<file path="src/mlph_pkg.sv">
// types and constants of the multi-lane polynomial string hash
`default_nettype none
package mlph_pkg;

	localparam int unsigned PRIME_REGS = 4;
	localparam int unsigned PRIME_W = 31;
	localparam int unsigned HASH_W = 32;
	localparam int unsigned MAG_W = 39;
	localparam int unsigned CFG_INDEX_W = 3;
	localparam int unsigned LANE_IDX_W = 2;
	localparam int unsigned RES_CNT_W = 3;

	localparam logic [HASH_W-1:0] HASH_SEED = 32'd1804289383;
	localparam logic [HASH_W-1:0] HASH_MODULUS = 32'd2147483629;
	// 2^31 is congruent to this value modulo the hash modulus
	localparam logic [HASH_W-1:0] MOD_FOLD = 32'd19;

	localparam logic [PRIME_W-1:0] PRIME_RESET [PRIME_REGS] =
		'{31'd31, 31'd37, 31'd41, 31'd43};

	typedef struct packed {
		logic [7:0] key_byte;
		logic       final_byte;
	} in_item_t;

	typedef struct packed {
		logic [LANE_IDX_W-1:0] lane_index;
		logic signed [HASH_W-1:0] hash_value;
		logic                  run_end;
	} out_item_t;

	// per-byte control shared by all lanes
	typedef struct packed {
		logic load;     // input transfer this cycle
		logic first;    // transferred byte opens a key
		logic step;     // stage 1 moves into the hash registers
		logic first_s1; // byte in stage 1 opened its key
	} lane_ctl_t;

endpackage
`default_nettype wire

</file>
<file path="src/mlph_outq.sv">
// result queue: holds the finished lane hashes and hands them out in lane order
`default_nettype none
module mlph_outq import mlph_pkg::*; #(
	parameter int unsigned OUT_LANES = 4
) (
	input  wire logic              clk,
	input  wire logic              arst_n,
	input  wire logic              load,
	input  wire logic [HASH_W-1:0] hashes [OUT_LANES],
	output logic                   free,
	output logic                   out_valid,
	input  wire logic              out_stall,
	output out_item_t              out_data
);

	logic [HASH_W-1:0]     hq [OUT_LANES];
	logic [RES_CNT_W-1:0]  rem_q;
	logic [LANE_IDX_W-1:0] idx_q;
	logic                  take;

	assign out_valid = (rem_q != '0);
	assign take = out_valid && !out_stall;
	// room for a new set once the last queued result is transferred
	assign free = (rem_q == '0) || ((rem_q == RES_CNT_W'(1)) && !out_stall);

	// count and lane number
	always_ff @(posedge clk or negedge arst_n) begin
		if (!arst_n) begin
			rem_q <= '0;
			idx_q <= '0;
		end else if (load) begin
			rem_q <= RES_CNT_W'(OUT_LANES);
			idx_q <= '0;
		end else if (take) begin
			rem_q <= rem_q - RES_CNT_W'(1);
			idx_q <= idx_q + LANE_IDX_W'(1);
		end
	end

	// shift line of hashes, head at entry 0
	always_ff @(posedge clk) begin
		if (load) begin
			for (int k = 0; k < OUT_LANES; k++) begin
				hq[k] <= hashes[k];
			end
		end else if (take) begin
			for (int k = 0; k < OUT_LANES - 1; k++) begin
				hq[k] <= hq[k+1];
			end
		end
	end

	always_comb begin
		out_data.lane_index = idx_q;
		out_data.hash_value = hq[0];
		out_data.run_end = (rem_q == RES_CNT_W'(1));
	end

endmodule
`default_nettype wire

</file>
<file path="config.mk">
export PLATFORM = sky130hd
export DESIGN_NAME = mlph_outq
export DESIGN_NICKNAME = d
export VERILOG_FILES = /design/src/mlph_pkg.sv /design/src/mlph_outq.sv
export SDC_FILE = /design/constraint.sdc
export NUM_CORES = 1
export LEC_CHECK = 0
export BUFFER_PORTS_ARGS = -buffer_cell sky130_fd_sc_hd__buf_2
export CAP_MARGIN = 40
export CELL_PAD_IN_SITES_DETAIL_PLACEMENT = 2
export CELL_PAD_IN_SITES_GLOBAL_PLACEMENT = 2
export CORE_MARGIN = 2
export CORE_UTILIZATION = 33
export CTS_CLUSTER_DIAMETER = 50
export DETAILED_ROUTE_END_ITERATION = 8
export GPL_TIMING_DRIVEN = 1
export PLACE_DENSITY_LB_ADDON = 0.05
export RECOVER_POWER = 25
export SLEW_MARGIN = 20
export SYNTH_ARGS = -nofsm -noshare
export SYNTH_HDL_FRONTEND = slang
export SYNTH_SLANG_ARGS = --single-unit
</file>
<file path="constraint.sdc">
create_clock -name clk -period 2.4 [get_ports clk]
set_clock_uncertainty 0.05 [all_clocks]
set_input_delay 0.12 -clock clk [delete_from_list [all_inputs] [get_ports clk]]
set_output_delay 0.12 -clock clk [all_outputs]
set_load 0.01 [all_outputs]
</file>
Yosys cells after proc, flatten, opt, wreduce, memory -nomap -nowiden
Memories as Yosys holds them, arrays and structs flattened.
Cells that the tools add are included.
{"block": "word_totals", "ramBits": 128, "register_bits": 5, "inputBits": 132, "out_inout_bits": 37, "n_memories": 1}
{"block": "op_classes", "mux": 12, "n_bitwise": 3, "eq_ne": 1, "n_addsub": 2, "reduce_logical": 7}
{"name": "hq", "words": 4, "width": 32, "rd": 4, "rd_ports_with_merged_regs": 0, "write_ports": 4, "line": "mlph_outq.sv:16", "source": "logic [HASH_W-1:0] hq [OUT_LANES];"}
{"cell": "2-to-1 mux 32 bit", "n": 3}
{"cell": "2-to-1 mux 3 bit", "n": 2}
{"cell": "2-to-1 mux 1 bit", "n": 5}
{"cell": "2-to-1 mux 2 bit", "n": 2}
{"cell": "equality test 3 x 1 -> 1 bit, second input constant", "n": 1}
{"cell": "zero test 3 bit", "n": 1}
{"cell": "bitwise OR 1 bit", "n": 3}
{"cell": "nonzero test 3 bit", "n": 1}
{"cell": "subtractor 3 x 1 -> 3 bit, second input constant", "n": 1}
{"cell": "adder 2 x 1 -> 2 bit, second input constant", "n": 1}
{"cell": "logical AND 1 bit", "n": 2}
{"cell": "nonzero test 2 bit", "n": 1}
{"cell": "zero test 1 bit", "n": 1}
{"cell": "logical OR 1 bit", "n": 1}

Depth between registers and ports, before layout
{"block": "logic_depth", "word_depth": 6, "depth_mapped": 8, "mapped_depth_nobuf": 6}

Worst setup path before layout
Ideal clock, no wire load.
{"block": "synth_timing", "kind": "flip-flop to flip-flop", "start": "register rem_q[0]", "end": "memory hq[0][0], enable pin", "stages_incl_launch_ff": 6, "t_arrival_ns": 2.109, "path_buffers": 0, "setup_time_ns": 0.414, "setup_slack_ns": -0.173, "required_time_ns": 1.936, "cell_sequence": "dfrtp_1 > inv_1 > ha_1 > nor2b_1 > nor2_1 > or2_2"}
{"element": "start, declared", "line": "mlph_outq.sv:17", "source": "logic [RES_CNT_W-1:0] rem_q;"}
{"element": "start signal, assigned", "line": "mlph_outq.sv:32", "source": "rem_q <= RES_CNT_W'(OUT_LANES);"}
{"element": "start signal, assigned", "line": "mlph_outq.sv:35", "source": "rem_q <= rem_q - RES_CNT_W'(1);"}
{"element": "end, declared", "line": "mlph_outq.sv:16"}

==> reports/qor.txt <==
Switching power -> 0.001333 W
Fill count -> 1,524
Worst r2r src -> rem_q[0]
Post-Synthesis Cells -> 269
CTS tree -> done
# DRC -> 0
Clock power share -> 0.422
Pwr Density -> 753.2 nW/um^2
WL per Instance -> 17.49 um
Fmax -> 0.4470 GHz
Reg-to-reg endpoint -> hq[1][27]
TritonCTS Buffers -> 17
Post-CTS sizing -> 0
Yosys reg bits -> 133
Internal power -> 0.005101 W
Clock Tree Buf Depth -> 2
Synth Area per Inst -> 20.33 um^2
Multi-input gate area -> 1405 um^2
CTS root buf -> clkbuf_16
Worst slew pin tran -> 1061 ps
Relative slew margins -> 0.2923
Number of I/O port buffers -> 168
CP top delay family -> simple AND/OR/NAND/NOR gates
Antenna violations before repair -> 0
RSZ-0062 raised after global routing -> false
Status -> completed
Final Max Slew Viols -> 0
Startpoint Class -> register
Vias per cell -> 4.299
Clock slew at reported path FFs -> 60 ps
Max Cap Viol -> 0
FF-to-FF setup slack -> 160 ps
DRT Wirelength -> 14,290 um
Synthesized cell area -> 5468 um^2
Clk Latency, worst-skew pair -> 410 ps
Pre-antenna DRT Iters -> 4
Post-CTS setup buffers -> 0
Reg2Reg Depth -> 6
CP max FO -> 16
Vias in the first global route -> 4,176
Ant. Diodes -> 0
Die area -> 17,610 um^2
Die W -> 132.7 um
First-pass GRT wire length -> 22,440 um
Final setup fails -> 0
Power, Total -> 0.006434 W
H-tree depth -> 4
Rows -> 47
Stages on worst setup path -> 6
Switch share -> 0.2072
End point of the critical path -> hq[1][27]
Core footprint -> 16,410 um^2
Ports -> 169
Hold crit path type -> in -> reg
Seq/Total Area, Yosys -> 0.7259
Chip height -> 132.7 um
Area overhead of the layout relative to synthesis -> 56.22%
Initial Utilization -> 0.3333
Critical Path End Type -> register
Fin crit period -> 2237 ps
Final hold viol count -> 0
Fin Setup TNS -> 0 ps
CP arrival -> 2350 ps
Antenna Nets Post-Route -> 0
Largest stage delay, worst path -> 390 ps
Vias -> 3,512
Max VDD drop -> 510.3 uV
Crit path buffers/inverters -> 2
Layout Nets -> 719
Crit-path slowest cell -> dfrtp_1
Comb power frac -> 0.126
Pin count of the biggest net entering global routing -> 39
Clock sink count -> 133
Hpwl dp -> 8296 um
CP startpoint -> rem_q[0]
Leak Pwr -> 3.588 nW
Share of cells above drive strength 1 -> 0.4975
Register Area -> 3969 um^2
Fin crit share -> 0.9322
Ys Warns -> 0
Total grt overflow -> 0
Drt first-iter violations -> 73
Syn Nets -> 404
CP Cell Sequence -> inv_1 -> ha_1 -> nor2b_1 -> or3_4 -> buf_4 -> mux2_2
Sequential power share -> 0.451
GPL Wtd Cong -> 0.7803
GRT Overall Usage -> 0.1710
Crit path required time -> 2510 ps
Post-synthesis cell type count -> 20
CP Class -> reg -> reg
==> layout make-up <==
| cell class | instances | share of cell area |
|---|---|---|
| clock buffer | 21 | 0.05390 |
| tap | 220 | 0.03222 |
| inverter | 4 | 0.001758 |
| timing repair buffer | 307 | 0.2648 |
| multi-input combinational | 121 | 0.1645 |
| sequential | 133 | 0.4646 |
| clock inverter | 11 | 0.01816 |
==> Yosys cell counts, drive strengths merged <==
master	instances	area, um^2
mux2	97	1242
a21oi	4	20.02
nor2b	3	18.77
dfrtp	5	125.1
buf	11	86.33
inv	4	15.01
a211oi	1	7.510
and3	1	6.260
nor2	3	11.26
or2	1	6.260
edfxtp	128	3844
nor3	1	5.000
nand3	1	5.000
or3	2	12.51
nand2b	1	6.260
a211o	1	8.760
o21ai	2	10.01
ha	3	37.54
==> what timing repair did <==
item                       4_1_cts  5_1_grt
setup endpoints to repair        0        0
hold buffers                   131        0
hold endpoints to repair       134        0
==> worst register-to-register path, cell delays in order, from the launching register on <==
cell and delay (ps):
dfrtp_1 390, inv_1 110, ha_1 210, nor2b_1 330, or3_4 250, buf_4 270
mux2_2 380
==> worst min path at each step <==
stage                 to  depth (start not counted)  startpoint
2_1_floorplan   idx_q[0]                          0      arst_n
3_3_place_gp    idx_q[1]                          1      arst_n
3_5_place_dp    idx_q[1]                          1      arst_n
4_1_cts         hq[2][8]                          2        load
5_1_grt        hq[3][17]                          2  hashes[17]
6_report       hq[3][17]                          2  hashes[17]
==> metrics by stage <==
stage | utilization | hold WS, ps | worst slack (ps) | instance area (um^2) | instances
finish | 0.5206 | 366.9 | 162.6 | 8542 | 817
detailed placement | 0.4040 | -102.8 | 147.9 | 6628 | 654
floorplan | - | -225.6 | 287.3 | 5470 | 269
CTS | 0.5214 | 292.6 | 143.1 | 8554 | 817
global placement | 0.4040 | -106.0 | 259.8 | 6628 | 654
global route | 0.5206 | 355.8 | 21.29 | 8542 | 817
==> state kept, by name, summed over array words and instances (netlist names) <==
| register | cells |
|---|---|
| hq | 128 |
| idx_q | 2 |
| rem_q | 3 |
==> power by group through the flow <==
stage                     Combinational [W]  Sequential [W]  Clock [W]
after global placement             0.000622         0.00293          0
final                              0.000812         0.00290    0.00272
after global routing               0.000882         0.00293    0.00288
after CTS                          0.000819         0.00290    0.00278
after floorplan                    0.000333         0.00296          0
after detailed placement           0.000644         0.00295          0
==> routing by layer <==
layer	vias to the layer above	part of all wire	GRT usage
met5	-	0	0
met1	1725	0.38	0.1814
met4	0	0.011	0.05556
li1	1685	-	-
met2	92	0.58	0.3282
met3	10	0.038	0.04368
==> cell families after synthesis <==
logic type / after synthesis / share of synthesized area
adder cells (fa/ha/maj): 3 / 0.006866
AO/OA/AOI/OAI: 8 / 0.008468
multiplexers: 97 / 0.2272
AND/OR/NAND/NOR: 13 / 0.01304
buffers and inverters: 15 / 0.01853
flip-flops: 133 / 0.7259
==> layout by cell type (no fill, tap or decap), drive strengths merged, types with 2 or more instances in the layout <==
| cell type | n |
|---|---|
| edfxtp | 128 |
| or3 | 2 |
| dlygate4sd3 | 131 |
| bufinv | 4 |
| dfrtp | 5 |
| o21ai | 2 |
| a21oi | 4 |
| clkinv | 7 |
| buf | 167 |
| nor2 | 3 |
| mux2 | 97 |
| inv | 4 |
| ha | 3 |
| clkbuf | 30 |
| nor2b | 3 |
Power figures use the tool's default switching activity.
