==> config.mk <==
export PLATFORM = sky130hd
export DESIGN_NAME = mlph_lane
export DESIGN_NICKNAME = d
export VERILOG_FILES = /design/src/mlph_pkg.sv /design/src/mlph_lane.sv
export SDC_FILE = /design/constraint.sdc
export NUM_CORES = 2
export LEC_CHECK = 0
export BUFFER_PORTS_ARGS = -buffer_cell sky130_fd_sc_hd__buf_2
export CORE_ASPECT_RATIO = 1.1
export CORE_UTILIZATION = 67
export CTS_CLUSTER_DIAMETER = 200
export CTS_CLUSTER_SIZE = 12
export DETAILED_ROUTE_END_ITERATION = 8
export GPL_TIMING_DRIVEN = 0
export PLACE_DENSITY = 0.85
export SKIP_CTS_REPAIR_TIMING = 1
export SYNTH_ARGS = -nofsm -noshare
export SYNTH_HDL_FRONTEND = slang
export SYNTH_SLANG_ARGS = --single-unit
==> constraint.sdc <==
create_clock -name clk -period 9.4 [get_ports clk]
set_clock_uncertainty 0.1 [all_clocks]
set_input_delay 0.94 -clock clk [delete_from_list [all_inputs] [get_ports clk]]
set_output_delay 0.94 -clock clk [all_outputs]
set_load 0.02 [all_outputs]
==> src/mlph_pkg.sv <==
// types and constants of the multi-lane polynomial string hash
`default_nettype none
package mlph_pkg;

	localparam int unsigned PRIME_REGS = 4;
	localparam int unsigned PRIME_W = 31;
	localparam int unsigned HASH_W = 32;
	localparam int unsigned MAG_W = 39;
	localparam int unsigned CFG_INDEX_W = 3;
	localparam int unsigned LANE_IDX_W = 2;
	localparam int unsigned RES_CNT_W = 3;

	localparam logic [HASH_W-1:0] HASH_SEED = 32'd1804289383;
	localparam logic [HASH_W-1:0] HASH_MODULUS = 32'd2147483629;
	// 2^31 is congruent to this value modulo the hash modulus
	localparam logic [HASH_W-1:0] MOD_FOLD = 32'd19;

	localparam logic [PRIME_W-1:0] PRIME_RESET [PRIME_REGS] =
		'{31'd31, 31'd37, 31'd41, 31'd43};

	typedef struct packed {
		logic [7:0] key_byte;
		logic       final_byte;
	} in_item_t;

	typedef struct packed {
		logic [LANE_IDX_W-1:0] lane_index;
		logic signed [HASH_W-1:0] hash_value;
		logic                  run_end;
	} out_item_t;

	// per-byte control shared by all lanes
	typedef struct packed {
		logic load;     // input transfer this cycle
		logic first;    // transferred byte opens a key
		logic step;     // stage 1 moves into the hash registers
		logic first_s1; // byte in stage 1 opened its key
	} lane_ctl_t;

endpackage
`default_nettype wire

==> src/mlph_lane.sv <==
// one hash lane: power and product stage, then reduction and hash accumulate
`default_nettype none
module mlph_lane import mlph_pkg::*; (
	input  wire logic               clk,
	input  wire logic               arst_n,
	input  wire lane_ctl_t          ctl,
	input  wire logic [7:0]         key_byte,
	input  wire logic [PRIME_W-1:0] prime,
	output logic [HASH_W-1:0]       hash_sum
);

	logic [HASH_W-1:0] power_q;
	logic [HASH_W-1:0] power_eff;
	logic [HASH_W-1:0] power_next;
	logic [HASH_W-1:0] pmag;
	logic [7:0]        bmag;
	logic [MAG_W-1:0]  prod;
	logic              pneg;
	logic              bneg;
	logic [MAG_W-1:0]  mag_s1;
	logic              neg_s1;
	logic [HASH_W-1:0] hash_q;
	logic [HASH_W-1:0] fold;
	logic [HASH_W-1:0] red;
	logic [HASH_W-1:0] term;
	logic [HASH_W-1:0] base;

	// power reloads from the prime at the start of a key
	assign power_eff = ctl.first ? {1'b0, prime} : power_q;
	assign power_next = power_eff * {1'b0, prime};

	// signed product as sign and magnitude
	assign pneg = power_eff[HASH_W-1];
	assign bneg = key_byte[7];
	assign pmag = pneg ? (~power_eff + 32'd1) : power_eff;
	assign bmag = bneg ? (~key_byte + 8'd1) : key_byte;
	assign prod = MAG_W'(pmag) * MAG_W'(bmag);

	always_ff @(posedge clk or negedge arst_n) begin
		if (!arst_n) begin
			power_q <= '0;
			mag_s1 <= '0;
			neg_s1 <= 1'b0;
		end else if (ctl.load) begin
			power_q <= power_next;
			mag_s1 <= prod;
			neg_s1 <= pneg ^ bneg;
		end
	end

	// fold the bits above 2^31, then one conditional subtract
	assign fold = {1'b0, mag_s1[30:0]} + 32'(mag_s1[MAG_W-1:31]) * MOD_FOLD;
	assign red = (fold >= HASH_MODULUS) ? (fold - HASH_MODULUS) : fold;
	assign term = neg_s1 ? (~red + 32'd1) : red;
	assign base = ctl.first_s1 ? HASH_SEED : hash_q;
	assign hash_sum = base + term;

	// hash accumulate
	always_ff @(posedge clk or negedge arst_n) begin
		if (!arst_n) begin
			hash_q <= HASH_SEED;
		end else if (ctl.step) begin
			hash_q <= hash_sum;
		end
	end

endmodule
`default_nettype wire

---- Yosys cells after proc, flatten, opt, wreduce, memory -nomap -nowiden ----
Cells that the tools add are included.
storage, ports and cells
  register bits ........................... 104
  latch bits .............................. 0
  bits in writable memories ............... 0
  bits in read-only memories .............. 0
  input port bits ......................... 45
  logic and storage cells ................. 24
  memories ................................ 0
cells by class
  add/subtract/negate cells ............... 6
  multipliers ............................. 3
  divide/modulo/power cells ............... 0
  magnitude comparators ................... 1
  equal/unequal tests ..................... 0
  shift-type cells ........................ 0
  mux-type cells .......................... 6
  bitwise operators ....................... 4
  reduce and logical (&&, ||, !) cells .... 0
operator list
  operator                                                                 number
  32-bit two-way mux                                                       5
  32-bit by 1-bit adder with 32-bit output, second input constant          2
  32-bit inverter                                                          2
  32-bit by 8-bit multiplier with 39-bit output                            1
  31-bit by 13-bit adder with 32-bit output                                1
  32-bit adder                                                             1
  32-bit by 31-bit >= comparator with 1-bit output, second input constant  1
  32-bit by 31-bit multiplier with 32-bit output                           1
  32-bit by 31-bit subtractor with 32-bit output, second input constant    1
  8-bit by 5-bit multiplier with 13-bit output, second input constant      1
  8-bit by 1-bit adder with 8-bit output, second input constant            1
  8-bit two-way mux                                                        1
  8-bit inverter                                                           1
  1-bit bitwise XOR                                                        1

---- Logic depth before layout (Yosys ltp) ----
  depth after elaboration ................. 8
  mapped depth ............................ 37
  depth with buffers taken out ............ 36

---- Worst setup path before layout ----
OpenSTA, ideal clock, no wires.
  path kind ............................... input -> register
  from .................................... input ctl[2] (netlist bit)
  to ...................................... register power_q[30]
  arrival time ............................ 9.122 ns
  required time ........................... 9.175 ns
  slack ................................... 0.053 ns
  stages .................................. 28
  cells stage by stage .................... clkbuf_1 > buf_1 > clkbuf_1 > mux2_2 > clkbuf_1 > nand2_1 > fa_1 > inv_1 > fa_1 > fa_1 > fa_1 > fa_1 > inv_1 > fa_1 > fa_1 > fa_1 > inv_1 > ha_1 > a21o_1 > a21o_1 > a21o_1 > a21o_1 > a221oi_1 > o31ai_1 > or4_1 > a31oi_1 > xnor2_1 > mux2_2
between the ends
  word-level cells in the longest chain between the ends .. 2
ends and longest elaborated chain
  element                                         line             RTL
  start, declared                                 mlph_lane.sv:6   input wire lane_ctl_t ctl,
  32-bit two-way mux                              mlph_lane.sv:29  assign power_eff = ctl.first ? {1'b0, prime} : power_q;
  32-bit by 31-bit multiplier with 32-bit output  mlph_lane.sv:30  assign power_next = power_eff * {1'b0, prime};
  end signal, assigned                            mlph_lane.sv:45  power_q <= power_next;
  end, declared                                   mlph_lane.sv:12  logic [HASH_W-1:0] power_q;
No other way between the ends.
A chain may end at the register's enable or synchronous reset.

---- Worst setup path in the final report ----
  from .................................... register mag_s1[38]
  to ...................................... output hash_sum[30]
between the ends
  word-level cells in the longest chain between the ends .. 8
  elaborated cells between the ends (all ways) .. 9
  those cells by class .................... add/sub (4); mul (1); order compare (1); mux (2); bitwise (1)
ends and longest elaborated chain
  element                                                                                                             line             RTL
  start, declared                                                                                                     mlph_lane.sv:20  logic [MAG_W-1:0] mag_s1;
  start signal, assigned                                                                                              mlph_lane.sv:46  mag_s1 <= prod;
  8-bit by 5-bit multiplier with 13-bit output (*)                                                                    mlph_lane.sv:52  assign fold = {1'b0, mag_s1[30:0]} + 32'(mag_s1[MAG_W-1:31]) * MOD_FOLD;
  31-bit by 13-bit adder with 32-bit output (*)                                                                       mlph_lane.sv:52
  32-bit by 31-bit subtractor with 32-bit output or 32-bit by 31-bit >= comparator with 1-bit output (tied branches)  mlph_lane.sv:53  assign red = (fold >= HASH_MODULUS) ? (fold - HASH_MODULUS) : fold;
  32-bit two-way mux (*)                                                                                              mlph_lane.sv:53
  32-bit inverter                                                                                                     mlph_lane.sv:54  assign term = neg_s1 ? (~red + 32'd1) : red;
  32-bit by 1-bit adder with 32-bit output                                                                            mlph_lane.sv:54
  32-bit two-way mux (*)                                                                                              mlph_lane.sv:54
  32-bit adder (*)                                                                                                    mlph_lane.sv:56  assign hash_sum = base + term;
  end, declared                                                                                                       mlph_lane.sv:9   output logic [HASH_W-1:0] hash_sum
Mark *: on every way between the ends. The rest lies on a longest branch, timed or not.

==> tab_implementation.tex <==
\begin{tabular}{lr}
\hline
Metric & Value \\
\hline
\multicolumn{2}{l}{\textbf{Synthesis}} \\
\quad Avg Inst Size Synth & 8.49 µm² \\
\quad Number of enable flip-flop cells after synthesis & 0 \\
\quad Flip-flop and latch count after synthesis & 104 \\
\quad Fraction of synthesized cell area taken by the top area cell type & a little over a third \\
\quad Share of async-settable or async-resettable flops after synthesis & between 90\% and 100\% \\
\quad Post-synth top area cell & sky130\_fd\_sc\_hd\_\_fa\_1 \\
\quad Share of synthesized area occupied by flip-flops and latches & $\sim$7.9\% \\
\quad Yosys cell types & 89 \\
\quad Synth Instances & slightly below 4000 \\
\quad Synthesized Nets & $\sim$4800 \\
\quad Most used standard cell by instance count after synthesis & sky130\_fd\_sc\_hd\_\_inv\_1 \\
\quad Yosys warns & 0 \\
\quad Top cells by area, synth & sky130\_fd\_sc\_hd\_\_fa\_1 (36\%), sky130\_fd\_sc\_hd\_\_ha\_1 (9.1\%), sky130\_fd\_sc\_hd\_\_inv\_1 (8.3\%) \\
\quad Summed instance area of the synthesized netlist & around 0.033 mm² \\
\quad Most frequent cells after synthesis & sky130\_fd\_sc\_hd\_\_inv\_1 (731), sky130\_fd\_sc\_hd\_\_nand2\_1 (687), sky130\_fd\_sc\_hd\_\_fa\_1 (602) \\
\quad Top FF cell, synth & sky130\_fd\_sc\_hd\_\_dfrtp\_1 \\
\multicolumn{2}{l}{\textbf{Worst setup path}} \\
\quad Reg2Reg Setup Slack & approximately 0.6 ns \\
\quad Largest incremental delay on the critical path & 0.55 ns \\
\quad Critical path class & reg2out \\
\quad CP endpoint kind & output port \\
\quad Worst-path maximum fanout & 9 \\
\quad Data required time of the critical path & between 8 and 9 ns \\
\quad R2R Path Start & power\_q[9] \\
\quad Type of origin of the critical path & register \\
\quad Beginning of the critical path & mag\_s1[38] \\
\quad Standard cell with the maximum stage delay on the critical path & sky130\_fd\_sc\_hd\_\_or4b\_1 \\
\quad Arrival @ worst endpoint & about 8.5 ns \\
\multicolumn{2}{l}{\textbf{CTS}} \\
\quad Buffer cell driving the clock tree root & sky130\_fd\_sc\_hd\_\_clkbuf\_16 \\
\quad Clk Latency, worst-skew pair & between 0.3 and 0.4 ns \\
\quad Clock buffer depth & 2 \\
\quad CTS Sinks & approximately 100 \\
\quad Number of buffers added by the clock tree synthesis step & 9 \\
\quad H-Tree Depth & 3 \\
\quad Clock tree from TritonCTS & done \\
\quad Clock transition at path regs & $\sim$0.090 ns \\
\multicolumn{2}{l}{\textbf{Placed design}} \\
\quad Number of input and output port buffers inserted & 64 \\
\quad Placed cell count & between 4000 and 5000 \\
\quad Final Wtd Congestion & 1.05 \\
\quad DPL Wire Length & between 80000 and 90000 µm \\
\multicolumn{2}{l}{\textbf{Floorplan}} \\
\quad Vert. Die Dim & $\sim$230 µm \\
\quad Row count & 84 \\
\quad Number of top-level pins & 77 \\
\quad Core Box Area & slightly below 0.05 mm² \\
\quad Die footprint & between 0.05 and 0.06 mm² \\
\quad Effective utilization at floorplan & 68.5\% \\
\quad Die boundary width & around 210 µm \\
\multicolumn{2}{l}{\textbf{Timing}} \\
\quad Final setup vio count & 4 \\
\quad Post-route clock period utilization & 101\% \\
\quad Post-layout worst setup margin & -0.112 ns \\
\quad Transition time at the pin with the least slew margin & between 1 and 1.5 ns \\
\quad Worst-case headroom to the max-slew limit & $\sim$20\% \\
\quad Highest clock rate & 105 MHz \\
\quad RSZ-0062 raised after global routing & yes \\
\quad Max Slew Vio Count & 0 \\
\quad Final critical delay including setup and external delays & between 9 and 10 ns \\
\quad Final hold violations & 0 \\
\quad Total negative setup slack & -0.298 ns \\
\multicolumn{2}{l}{\textbf{Routing}} \\
\quad Wire length after detailed routing & between 100000 and 150000 µm \\
\quad DR iter-0 viols & roughly 2900 \\
\quad Remaining design rule violation count & 0 \\
\quad Wire length per cell after detailed routing & 22.0 µm \\
\quad Average vias per placed instance & between 6 and 7 \\
\quad Number of vias after detailed routing & $\sim$29000 \\
\quad Antenna-violating nets left & 0 \\
\quad DRT Pass-1 Iters & 7 \\
\multicolumn{2}{l}{\textbf{Run status}} \\
\quad Violated checks & negative setup slack \\
\quad Run status & finished with violations \\
\multicolumn{2}{l}{\textbf{Global route}} \\
\quad Pin count of the biggest net entering global routing & between 60 and 70 \\
\quad Antenna violations before repair & 5 \\
\quad Global-route usage over all layers & roughly two fifths \\
\quad Remaining Overflow, GRT & 0 \\
\quad Global-route wire length before repair & 157000 µm \\
\quad Vias in the first global route & 29619 \\
\multicolumn{2}{l}{\textbf{Finish}} \\
\quad Area used by multi-input combinational logic & $\sim$0.028 mm² \\
\quad Share of final-layout standard cells stronger than drive strength 1 & 10.7\% \\
\quad Post-route insts no fill & about 4700 \\
\quad \# fillers & 3494 \\
\quad Nets@finish & approximately 4900 \\
\quad Synth-to-Final Area Change & 7.69\% \\
\quad Register Area & around 0.0026 mm² \\
\multicolumn{2}{l}{\textbf{Flow run}} \\
\quad Number of violations of the max-capacitance limit & 0 \\
\multicolumn{2}{l}{\textbf{Hold path}} \\
\quad Worst Min Path Start & hash\_q[12] \\
\quad Path class of the lowest-slack min-delay path & reg2reg \\
\hline
\end{tabular}
-- metal layers --
layer	routed length, µm	GRT usage, %	vias to the layer above
li1	-	-	12192
met4	10700	34.1	4
met5	42	0	-
met2	46300	64.9	2012
met3	12600	12.8	691
met1	32900	46.6	13727
-- registers in the layout (all words and copies together), names as in the netlist --
register,flops
power_q,32
mag_s1,39
neg_s1,1
hash_q,32
-- placed cells by master, fill, tap and decap left out, types with 8 or more instances in the layout --
| master | netlist | final |
|---|---|---|
| sky130_fd_sc_hd__inv_1 | 731 | 720 |
| sky130_fd_sc_hd__nand2_1 | 687 | 687 |
| sky130_fd_sc_hd__fa_1 | 602 | 600 |
| sky130_fd_sc_hd__ha_1 | 241 | 229 |
| sky130_fd_sc_hd__nor2_1 | 203 | 200 |
| sky130_fd_sc_hd__xnor2_1 | 186 | 182 |
| sky130_fd_sc_hd__clkbuf_1 | 154 | 117 |
| sky130_fd_sc_hd__mux2_2 | 109 | 108 |
| sky130_fd_sc_hd__a21oi_1 | 100 | 96 |
| sky130_fd_sc_hd__and2_1 | 94 | 94 |
| sky130_fd_sc_hd__o21ai_0 | 107 | 87 |
| sky130_fd_sc_hd__dfrtp_1 | 87 | 87 |
| sky130_fd_sc_hd__xor2_1 | 72 | 67 |
| sky130_fd_sc_hd__buf_2 | 5 | 60 |
| sky130_fd_sc_hd__buf_4 | 1 | 47 |
| sky130_fd_sc_hd__nor2b_1 | 46 | 46 |
| sky130_fd_sc_hd__nand3_1 | 43 | 39 |
| sky130_fd_sc_hd__a21o_1 | 37 | 37 |
| sky130_fd_sc_hd__nand2b_1 | 36 | 35 |
| sky130_fd_sc_hd__nor3_1 | 37 | 35 |
| sky130_fd_sc_hd__or2_2 | 28 | 28 |
| sky130_fd_sc_hd__clkbuf_2 | 0 | 27 |
| sky130_fd_sc_hd__o21ai_1 | 6 | 22 |
| sky130_fd_sc_hd__o21a_1 | 19 | 18 |
| sky130_fd_sc_hd__dfstp_2 | 17 | 17 |
| sky130_fd_sc_hd__o31ai_1 | 18 | 16 |
| sky130_fd_sc_hd__a31oi_1 | 17 | 16 |
| sky130_fd_sc_hd__o21bai_1 | 15 | 15 |
| sky130_fd_sc_hd__or3_1 | 13 | 13 |
| sky130_fd_sc_hd__clkbuf_4 | 0 | 10 |
| sky130_fd_sc_hd__buf_1 | 19 | 10 |
| sky130_fd_sc_hd__inv_2 | 0 | 10 |
| sky130_fd_sc_hd__ha_4 | 0 | 10 |
| sky130_fd_sc_hd__and3_1 | 10 | 9 |
| sky130_fd_sc_hd__clkbuf_16 | 0 | 9 |
| sky130_fd_sc_hd__mux2i_1 | 9 | 8 |
-- through the flow --
stage / area [µm²] / setup WS, ns / hold slack [ns] / utilization [%]
finish: 35600 / -0.112 / 0.407 / 73.8
global route: 35600 / -0.383 / 0.429 / 73.8
CTS: 34500 / -1.97 / 0.406 / 71.6
detailed placement: 34200 / -2.36 / 0.388 / 70.9
global placement: 34200 / -2.27 / 0.380 / 70.8
floorplan: 33000 / 0.0530 / 0.361 / -
-- cell families (layout without fill, tap and decap cells) --
| family | count (synthesis) | after routing | share of synthesized area, % |
|---|---|---|---|
| AND/OR/NAND/NOR | 1246 | 1246 | 16.9 |
| buffers and inverters | 911 | 1026 | 10.4 |
| adder cells (fa/ha/maj) | 843 | 843 | 45.6 |
| AO/OA/AOI/OAI | 413 | 413 | 8.33 |
| XOR/XNOR | 258 | 258 | 6.84 |
| multiplexers | 119 | 119 | 4.06 |
| flip-flops | 104 | 104 | 7.94 |
| other | 0 | 3 | 0 |
-- critical path, delay by kind of cell (launching register included) --
family	cells	cell delay, ns
XOR/XNOR	1	0.27
flip-flops	1	0.42
adder cells (fa/ha/maj)	5	1.66
AND/OR/NAND/NOR	6	1.88
buffers and inverters	7	0.85
AO/OA/AOI/OAI	15	3.00
-- path summary, 6_finish.rpt --
kind                       cells after the start      endpoint
min in group asynchronous                      1     hash_q[9]
min reg2reg                                    1    hash_q[12]
max                                           34  hash_sum[30]
min                                            1    hash_q[12]
max in group asynchronous                      2    hash_q[30]
max reg2reg                                   27   power_q[31]
-- area by class of cell --
type	instances	area share (%)
diodes	3	0.0211
plain buffers	175	2.17
clock buffers	9	0.633
clock inverters	7	0.257
inverters	732	7.73
multi-input cells	2879	77.7
flip-flops and latches	104	7.37
well taps	645	2.27
repair buffers	103	1.89
Power is left out: the tool's default activity adds up to more than one toggle a clock period on the data nets, which glitch-free logic cannot reach.
